<file path="config.mk">
export PLATFORM = sky130hd
export DESIGN_NAME = bts_ctrl
export DESIGN_NICKNAME = d
export VERILOG_FILES = /design/src/sv/bts_pkg.sv /design/src/sv/bts_ctrl.sv
export SDC_FILE = /design/constraint.sdc
export NUM_CORES = 1
export LEC_CHECK = 0
export ABC_AREA = 1
export BUFFER_PORTS_ARGS = -buffer_cell sky130_fd_sc_hd__buf_2
export CORE_AREA = 4 4 41 43
export CTS_BUF_LIST = sky130_fd_sc_hd__clkbuf_2 sky130_fd_sc_hd__clkbuf_4 sky130_fd_sc_hd__clkbuf_8
export DETAILED_ROUTE_END_ITERATION = 8
export DIE_AREA = 0 0 45 47
export SLEW_MARGIN = 20
export SYNTH_ARGS = -nofsm -noshare
export SYNTH_HDL_FRONTEND = slang
export SYNTH_SLANG_ARGS = --single-unit
</file>
<file path="constraint.sdc">
create_clock -name clk -period 2.68 [get_ports clk]
set_input_delay 0.134 -clock clk [delete_from_list [all_inputs] [get_ports clk]]
set_output_delay 0.134 -clock clk [all_outputs]
set_load 0.1 [all_outputs]
</file>
<file path="src/sv/bts_pkg.sv">
package bts_pkg;

	localparam int MAX_BROKERS = 32;
	localparam int MAX_CLIENTS = 256;

	localparam int TABLE_DEPTH = MAX_CLIENTS * MAX_BROKERS;
	localparam int SLOT_W = (TABLE_DEPTH > 1) ? $clog2(TABLE_DEPTH) : 1;
	localparam int BRK_W = (MAX_BROKERS > 1) ? $clog2(MAX_BROKERS) : 1;
	localparam int CLI_W = (MAX_CLIENTS > 1) ? $clog2(MAX_CLIENTS) : 1;

	localparam logic [2:0] ST_OK       = 3'd0;
	localparam logic [2:0] ST_BAD_ID   = 3'd1;
	localparam logic [2:0] ST_BAD_SIZE = 3'd2;
	localparam logic [2:0] ST_DONE     = 3'd3;
	localparam logic [2:0] ST_ORDER    = 3'd4;

	typedef struct packed {
		logic [15:0] client;
		logic [7:0]  broker;
		logic [63:0] batch_no;
		logic [31:0] msg_count;
		logic [31:0] byte_size;
	} req_t;

	typedef struct packed {
		logic [2:0]  status;
		logic [63:0] order_start;
		logic [63:0] byte_pos;
		logic [63:0] broker_batch_number;
	} rsp_t;

	typedef enum logic [1:0] {
		S_CLEAR,
		S_IDLE,
		S_READ,
		S_EXEC
	} ctl_state_t;

	typedef struct packed {
		logic clr_en;
		logic load;
		logic rd_en;
		logic commit;
	} cmd_t;

	typedef struct packed {
		logic clr_last;
		logic out_free;
	} sts_t;

endpackage

</file>
<file path="src/sv/bts_ctrl.sv">
module bts_ctrl (
	input  logic          clk,
	input  logic          arst_n,
	input  logic          req_valid,
	output logic          req_stall,
	input  bts_pkg::sts_t sts,
	output bts_pkg::cmd_t cmd
);
	import bts_pkg::*;

	ctl_state_t state_q;
	ctl_state_t state_nxt;

	always_ff @(posedge clk or negedge arst_n) begin
		if (!arst_n) begin
			state_q <= S_CLEAR;
		end else begin
			state_q <= state_nxt;
		end
	end

	always_comb begin
		state_nxt = state_q;
		cmd       = '0;
		req_stall = 1'b1;
		case (state_q)
			S_CLEAR: begin
				cmd.clr_en = 1'b1;
				if (sts.clr_last) begin
					state_nxt = S_IDLE;
				end
			end
			S_IDLE: begin
				req_stall = 1'b0;
				if (req_valid) begin
					cmd.load  = 1'b1;
					state_nxt = S_READ;
				end
			end
			S_READ: begin
				cmd.rd_en = 1'b1;
				state_nxt = S_EXEC;
			end
			S_EXEC: begin
				if (sts.out_free) begin
					cmd.commit = 1'b1;
					state_nxt  = S_IDLE;
				end
			end
			default: begin
				state_nxt = S_CLEAR;
			end
		endcase
	end

endmodule

</file>
==> results of run 1 <==
## cells by family (layout without fill, tap and decap cells)
family	count (synthesis)	in the layout
fa+ha+maj	4	4
buf+inv	8	21
flops	2	2
simple gates	12	12
## metal layers
metal	vias up	global-route usage	wire length, um
li1	103	-	-
met1	83	0.04773	177
met2	7	0.06215	170
met3	0	0.03448	45
met4	0	0.01754	0
met5	-	0	0
## per-stage QoR
stage | utilization | cells | hold WS [ns]
finish | 0.2269 | 54 | 0.2224
CTS | 0.2269 | 54 | 0.2118
global placement | 0.2019 | 50 | -0.07830
detailed placement | 0.2019 | 50 | -0.07813
global route | 0.2269 | 54 | 0.2309
floorplan | - | 26 | -0.1616
## worst reg2reg max path, cell delays in order, from the launching register on
cell and delay [ns]:
dfrtp_1 0.39, inv_1 0.08, ha_1 0.24, nand2_4 0.09, nand3_2 0.07, nand2_1 0.06
nand2_1 0.05
## worst min path at each step
stage | start | endpoint | slack (ns) | depth (start not counted)
global placement | arst_n | state_q[1] | -0.08 | 1
floorplan | arst_n | state_q[0] | -0.16 | 0
finish | arst_n | state_q[1] | 0.22 | 2
global route | arst_n | state_q[0] | 0.23 | 2
CTS | arst_n | state_q[1] | 0.21 | 2
detailed placement | arst_n | state_q[0] | -0.08 | 1
## final cells by class
cell class / count / area [um^2] / share of cell area
Clock buffer: 3 / 22.52 / 0.07627
Multi-Input combinational cell: 16 / 118.9 / 0.4025
Sequential cell: 2 / 50.05 / 0.1695
Tap cell: 15 / 18.77 / 0.06356
Timing Repair Buffer: 10 / 55.05 / 0.1864
Inverter: 8 / 30.03 / 0.1017
## cell usage after synthesis
library cell	instances	share of area
nand2_4	1	0.057
dfrtp_1	2	0.25
nand2_2	2	0.063
nand3_2	1	0.050
inv_1	8	0.15
ha_1	4	0.25
nand2_1	6	0.11
nand4_1	2	0.063
## what timing repair did
action,in CTS,in global routing
buffers inserted,0,0
hold buffers,1,0
endpoints found under the hold margin,2,0
## cell usage in the layout (no fill, tap or decap)
master / netlist / layout
inv_1: 8 / 8
buf_2: 0 / 9
nand3_2: 1 / 1
nand2_1: 6 / 6
dfrtp_1: 2 / 2
clkbuf_4: 0 / 3
nand2_4: 1 / 1
nand2_2: 2 / 2
ha_1: 4 / 4
nand4_1: 2 / 2
dlygate4sd3_1: 0 / 1
==> results.toml, run 1 <==
[status]
status = "finished clean"

[route]
drt_iter0_markers = 3
vias_per_cell = 3.574
drc = 0
ant_nets = 0
wirelength_um = 393
via_count = 193
wl_per_cell_um = 7.278
drtPass1Iterations = 2

[floorplan]
die_area_um2 = 2115
ios = 10
die_h_um = 47
initial_core_util = 0.1529
core_um2 = 1301
die_width_um = 45
rows = 13

[layout]
reg_top3 = "state_q: 2 flops"
area_growth_pct = 48.43
top_register = "state_q"
final_area_um2 = 295.3
layout-drive-gt1-share = 0.4103
largest_reg_flops = 2
diodes = 0
final_nets = 50
filler_cell_count = 150

[placed_design]
gp_congestion = 0.6156
place_area_um2 = 262.8
pre_cts_ws_ns = 1.330
io_buffers = 9
dp_hpwl_um = 333.7

[setup_path]
arrival_ns = 1.43
crit_required_ns = 2.55
r2r_cells = 6
crit_type = "reg2out"
slowest_delay_ns = 0.41
r2r-start = "state_q[0]"
path_delay_family = "buffers and inverters"
worstSetupEndpointType = "output port"
critPathCapture = "cmd[2]"
path_buf_inv = 3
r2r_slack_ns = 1.59
path_cells = "inv_1 -> ha_1 -> nand2_1 -> inv_1 -> buf_2"
r2r-end = "state_q[0]"
startpoint = "state_q[1]"
critical_path_depth = 5
cp-start-kind = "flop"
critPathMaxFanout = 4
critPathSlowestCell = "buf_2"
crit_top_cell = "inv_1"

[synth]
synth_compound_area_frac = 0
ys_ff_latch = 2
synth_top_family_by_area = "simple AND/OR/NAND/NOR gates"
synth_simple_gate_area_share = 0.3459
syn-num-nets = 35
synth_area_um2 = 198.9
synthCells = 26
synth_mux_area_frac = 0
synth_area_per_cell_um2 = 7.652
synth_fa_ha_area_frac = 0.2516
synth-seq-area-share = 0.2516
synth_cell_types = 8
synth-xor-area-share = 0
yosys_warnings = 0

[global_routing]
grt_start_max_net_pins = 5
grt_pass1_vias = 166
grt_antenna_before_repair = 0
grt_pass1_wl_um = 627
grt.overflow.total = 0
gr-usage-all-layers = 0.04344

[worst_hold_path]
hold_path.class = "in2async"

[sta]
max_freq_mhz = 638.7
grt_setup_unrepaired = "false"
maxSlewViolCount = 0
fin_ws_ns = 1.114
clock_skew_ns = 0.001578
setup_viol = 0
post-route-period-util = 0.5842
fin_setup_tns_ns = 0
maxSlewHeadroom = 0.6778
period_needed_ns = 1.566
tightest_slew_ns = 0.4866
hold_violations = 0

[clock_tree]
numCtsBuffers = 3
cts_buffer_depth = 2
clock_latency_ns = 0.22
cts.repair.resized = 0
root_buffer = "clkbuf_4"
h-tree-depth = 1
cts_tree = "yes"
path_clk_slew_ns = 0.03
cts_num_sinks = 2

[job]
cap_violations = 0
Power of run 1 is left out: the tool's default activity adds up to more than one toggle a clock period on the data nets, which glitch-free logic cannot reach.
==> run 2, diff against run 1 <==
Settings changed: ABC_AREA 1 to 0.
Clock period 2.68 ns to 1.3 ns, I/O delays scaled along.
==> results.toml, run 2 <==
[layout]
reg_top3 = "state_q: 2 flops"
multi_input_area_um2 = 110.1
seq_area_um2 = 50.05
filler_cell_count = 137
layout-drive-gt1-share = 0.7143
final_area_um2 = 394.1
layout_common_cells = "5 x buf_12, 5 x buf_4, 4 x inv_1, 4 x ha_2, 4 x buf_2"
final_nets = 46
area_growth_pct = 138.6
diodes = 0
top_register = "state_q"
fin_cells = 50
largest_reg_flops = 2

[floorplan]
die_area_um2 = 2115
ios = 10
die_width_um = 45
rows = 13
die_h_um = 47
initial_core_util = 0.1269
core_um2 = 1301

[status]
status = "finished, violations left"
violations = "setup timing"

[synth]
yosys_warnings = 0
synth_area_per_cell_um2 = 9.715
ys_ff_latch = 2
synth.top_cells.by_count = "6 x inv_1, 4 x ha_1, 2 x dfrtp_1"
synth_edf_count = 0
synth_area_leader_cell = "dfrtp_1"
synth_area_um2 = 165.2
async_reset_ff_frac = 1.000
synth-seq-area-share = 0.3030
syn-num-nets = 26
synth_cell_types = 8
synth-main-ff-cell = "dfrtp_1"
synthCells = 17
synth.area.top_cells = "dfrtp_1 30%, ha_1 30%, inv_1 14%, mux2_1 6.8%, a222oi_1 6.1%"
yosys.area.top_type_share = 0.3030
synth_most_common_cell = "inv_1"

[sta]
tightest_slew_ns = 0.3971
fin_setup_tns_ns = -0.3943
period_needed_ns = 1.485
maxSlewViolCount = 0
clock_skew_ns = 0.003933
hold-worst-slack_ns = 0.1572
grt_setup_unrepaired = "true"
fin_ws_ns = -0.1845
setup_viol = 3
maxSlewHeadroom = 0.7353
hold_violations = 0
post-route-period-util = 1.142
max_freq_mhz = 673.6

[placed_design]
io_buffers = 9
dp_hpwl_um = 324.8
dp_cells = 46
place_area_um2 = 351.6
gp_congestion = 0.6961

[clock_tree]
clock_latency_ns = 0.22
numCtsBuffers = 3
cts_buffer_depth = 2
root_buffer = "clkbuf_4"
cts_tree = "yes"
h-tree-depth = 1
cts_setup_buffers = 0
path_clk_slew_ns = 0.03
cts_num_sinks = 2

[setup_path]
worstSetupEndpointType = "flop"
critPathMaxFanout = 3
cp-start-kind = "flop"
crit_required_ns = 1.40
arrival_ns = 1.59
crit_type = "reg2reg"

[route]
wl_per_cell_um = 7.280
drc = 0
vias_per_cell = 3.300
drtPass1Iterations = 4
wirelength_um = 364
ant_nets = 0
drt_iter0_markers = 7
via_count = 165

[global_routing]
grt_pass1_wl_um = 648
grt_antenna_before_repair = 0
grt_pass1_vias = 161
grt.overflow.total = 0
gr-usage-all-layers = 0.04585
grt_start_max_net_pins = 4

[job]
cap_violations = 0

[worst_hold_path]
hold_path.class = "in2async"
## run 2: cell count changes in the layout (fill, tap and decap cells not counted), sizes merged
cell	change
nor2	+1
inv	-2
and2	+1
nand4	-2
nand2	-9
nand3	-1
mux2	+1
buf	+5
a222oi	+1
mux2i	+1
## run 2: layer usage
layer / vias up / GRT usage / wire (um)
li1: 90 / - / -
met1: 66 / 0.05239 / 179
met2: 9 / 0.05650 / 130
met3: 0 / 0.04598 / 54
met4: 0 / 0.01754 / 0
met5: - / 0 / 0
## run 2: kinds of logic after synthesis
family | Yosys count | share of synthesized area
compound gates | 1 | 0.06061
fa+ha+maj | 4 | 0.3030
buf+inv | 6 | 0.1364
flops | 2 | 0.3030
mux | 2 | 0.1288
simple gates | 2 | 0.06818
## run 2: critical path: stages, from the launching register on
cell and delay, ns:
dfrtp_1 0.39, inv_2 0.06, ha_2 0.18, a222oi_1 0.37
mux2_1 0.36
## run 2: cell type report
class,instances,share of cell area
clock buffers,3,0.05714
inverters,6,0.06349
multi-input cells,9,0.2794
flip-flops and latches,2,0.1270
well taps,15,0.04762
repair buffers,15,0.4254
## run 2: repair_timing
| action | CTS | global route |
|---|---|---|
| pin swaps | 2 | 1 |
| setup endpoints to repair | 4 | 5 |
| endpoints found under the hold margin | 2 | 0 |
| hold buffers | 1 | 0 |
| resized for setup | 4 | 2 |
## run 2: worst paths after layout
check	start	end	slack, ns	depth (start not counted)
max reg2reg	state_q[0]	state_q[1]	-0.18	4
min reg2reg	state_q[1]	state_q[1]	0.63	2
max	state_q[0]	state_q[1]	-0.18	4
min	arst_n	state_q[1]	0.16	2
max in group asynchronous	arst_n	state_q[0]	1.04	2
min in group clk	sts[1]	state_q[1]	0.32	4
## run 2: metrics by stage
stage            util  setup slack (ns)
6_report       0.3029           -0.1845
5_1_grt        0.3029           -0.2357
4_1_cts        0.2990           -0.1988
3_5_place_dp   0.2702           -0.2070
3_3_place_gp   0.2702           -0.1734
2_1_floorplan       -           -0.4391
Power of run 2 is left out for the same reason.
==> run 3, diff against run 2 <==
Settings changed: SKIP_CTS_REPAIR_TIMING set to 1.
==> results.toml, run 3 (synthesis gave the netlist of run 2 again) <==
[status]
status = "finished, violations left"
violations = "setup timing"

[route]
wl_per_cell_um = 7.340
ant_nets = 0
wirelength_um = 367
drt_iter0_markers = 3
vias_per_cell = 3.280
drc = 0
via_count = 164
drtPass1Iterations = 4

[layout]
diodes = 0
final_area_um2 = 391.6
layout-drive-gt1-share = 0.6857
filler_cell_count = 137
top_register = "state_q"
largest_reg_flops = 2
area_growth_pct = 137.1
final_nets = 46
reg_top3 = "state_q: 2 flops"
fin_cells = 50
layout_common_cells = "5 x buf_12, 5 x buf_4, 4 x inv_1, 4 x buf_2"
seq_area_um2 = 50.05
multi_input_area_um2 = 107.6

[floorplan]
ios = 10
core_um2 = 1301
rows = 13
die_area_um2 = 2115
die_width_um = 45
initial_core_util = 0.1269
die_h_um = 47

[sta]
post-route-period-util = 1.151
grt_setup_unrepaired = "true"
clock_skew_ns = 0.003977
setup_viol = 4
max_freq_mhz = 668.1
fin_ws_ns = -0.1968
hold-worst-slack_ns = 0.1532
tightest_slew_ns = 0.3968
maxSlewViolCount = 0
fin_setup_tns_ns = -0.4187
hold_violations = 0
maxSlewHeadroom = 0.7355
period_needed_ns = 1.497

[global_routing]
grt_start_max_net_pins = 4
grt_pass1_vias = 153
gr-usage-all-layers = 0.04348
grt.overflow.total = 0
grt_pass1_wl_um = 607
grt_antenna_before_repair = 0

[clock_tree]
h-tree-depth = 1
cts_buffer_depth = 2
cts_num_sinks = 2
root_buffer = "clkbuf_4"
numCtsBuffers = 3
path_clk_slew_ns = 0.03
clock_latency_ns = 0.22
cts_tree = "yes"

[worst_hold_path]
hold_path.class = "in2async"

[setup_path]
arrival_ns = 1.60
crit_type = "reg2reg"
crit_required_ns = 1.40
slowest_delay_ns = 0.42
path_delay_family = "compound AO/OA/AOI/OAI gates"
path_cells = "ha_2 -> a222oi_1 -> mux2_1"
critPathSlowestCell = "a222oi_1"
path_buf_inv = 0
critPathMaxFanout = 3
cp-start-kind = "flop"
r2r_slack_ns = -0.20
worstSetupEndpointType = "flop"

[placed_design]
dp_hpwl_um = 324.8
io_buffers = 9
dp_cells = 46
gp_congestion = 0.6961
place_area_um2 = 351.6

[job]
cap_violations = 0
run 3: worst paths after layout:
| path | start | to | cells past startpoint |
|---|---|---|---|
| worst max-delay path | state_q[0] | state_q[1] | 3 |
| worst min-delay path | arst_n | state_q[1] | 2 |
| worst max register to register | state_q[0] | state_q[1] | 3 |
| worst min register to register | state_q[1] | state_q[1] | 2 |
| max in group asynchronous | arst_n | state_q[0] | 2 |
| min in group clk | sts[1] | state_q[1] | 4 |
run 3: worst register-to-register path, cell delays in order, from the launching register on:
cell	delay [ns]
dfrtp_1	0.41
ha_2	0.19
a222oi_1	0.42
mux2_1	0.36
run 3: per-stage QoR:
| step | utilization | setup slack (ns) |
|---|---|---|
| final | 0.3010 | -0.1968 |
| after global routing | 0.3010 | -0.2500 |
| after CTS | 0.2875 | -0.2040 |
| after detailed placement | 0.2702 | -0.2070 |
| after global placement | 0.2702 | -0.1734 |
| after floorplan | - | -0.4391 |
run 3: layout make-up:
class | count | share of cell area
inverter | 6 | 0.06390
multi-input combinational | 9 | 0.2748
sequential | 2 | 0.1278
clock buffer | 3 | 0.05751
tap | 15 | 0.04792
timing repair buffer | 15 | 0.4281
run 3: layer usage:
layer / track usage / wire [um]
met1: 0.05011 / 179
met2: 0.05085 / 133
met5: 0 / 0
met4: 0.01754 / 0
met3: 0.04598 / 54
Power of run 3 is left out for the same reason.
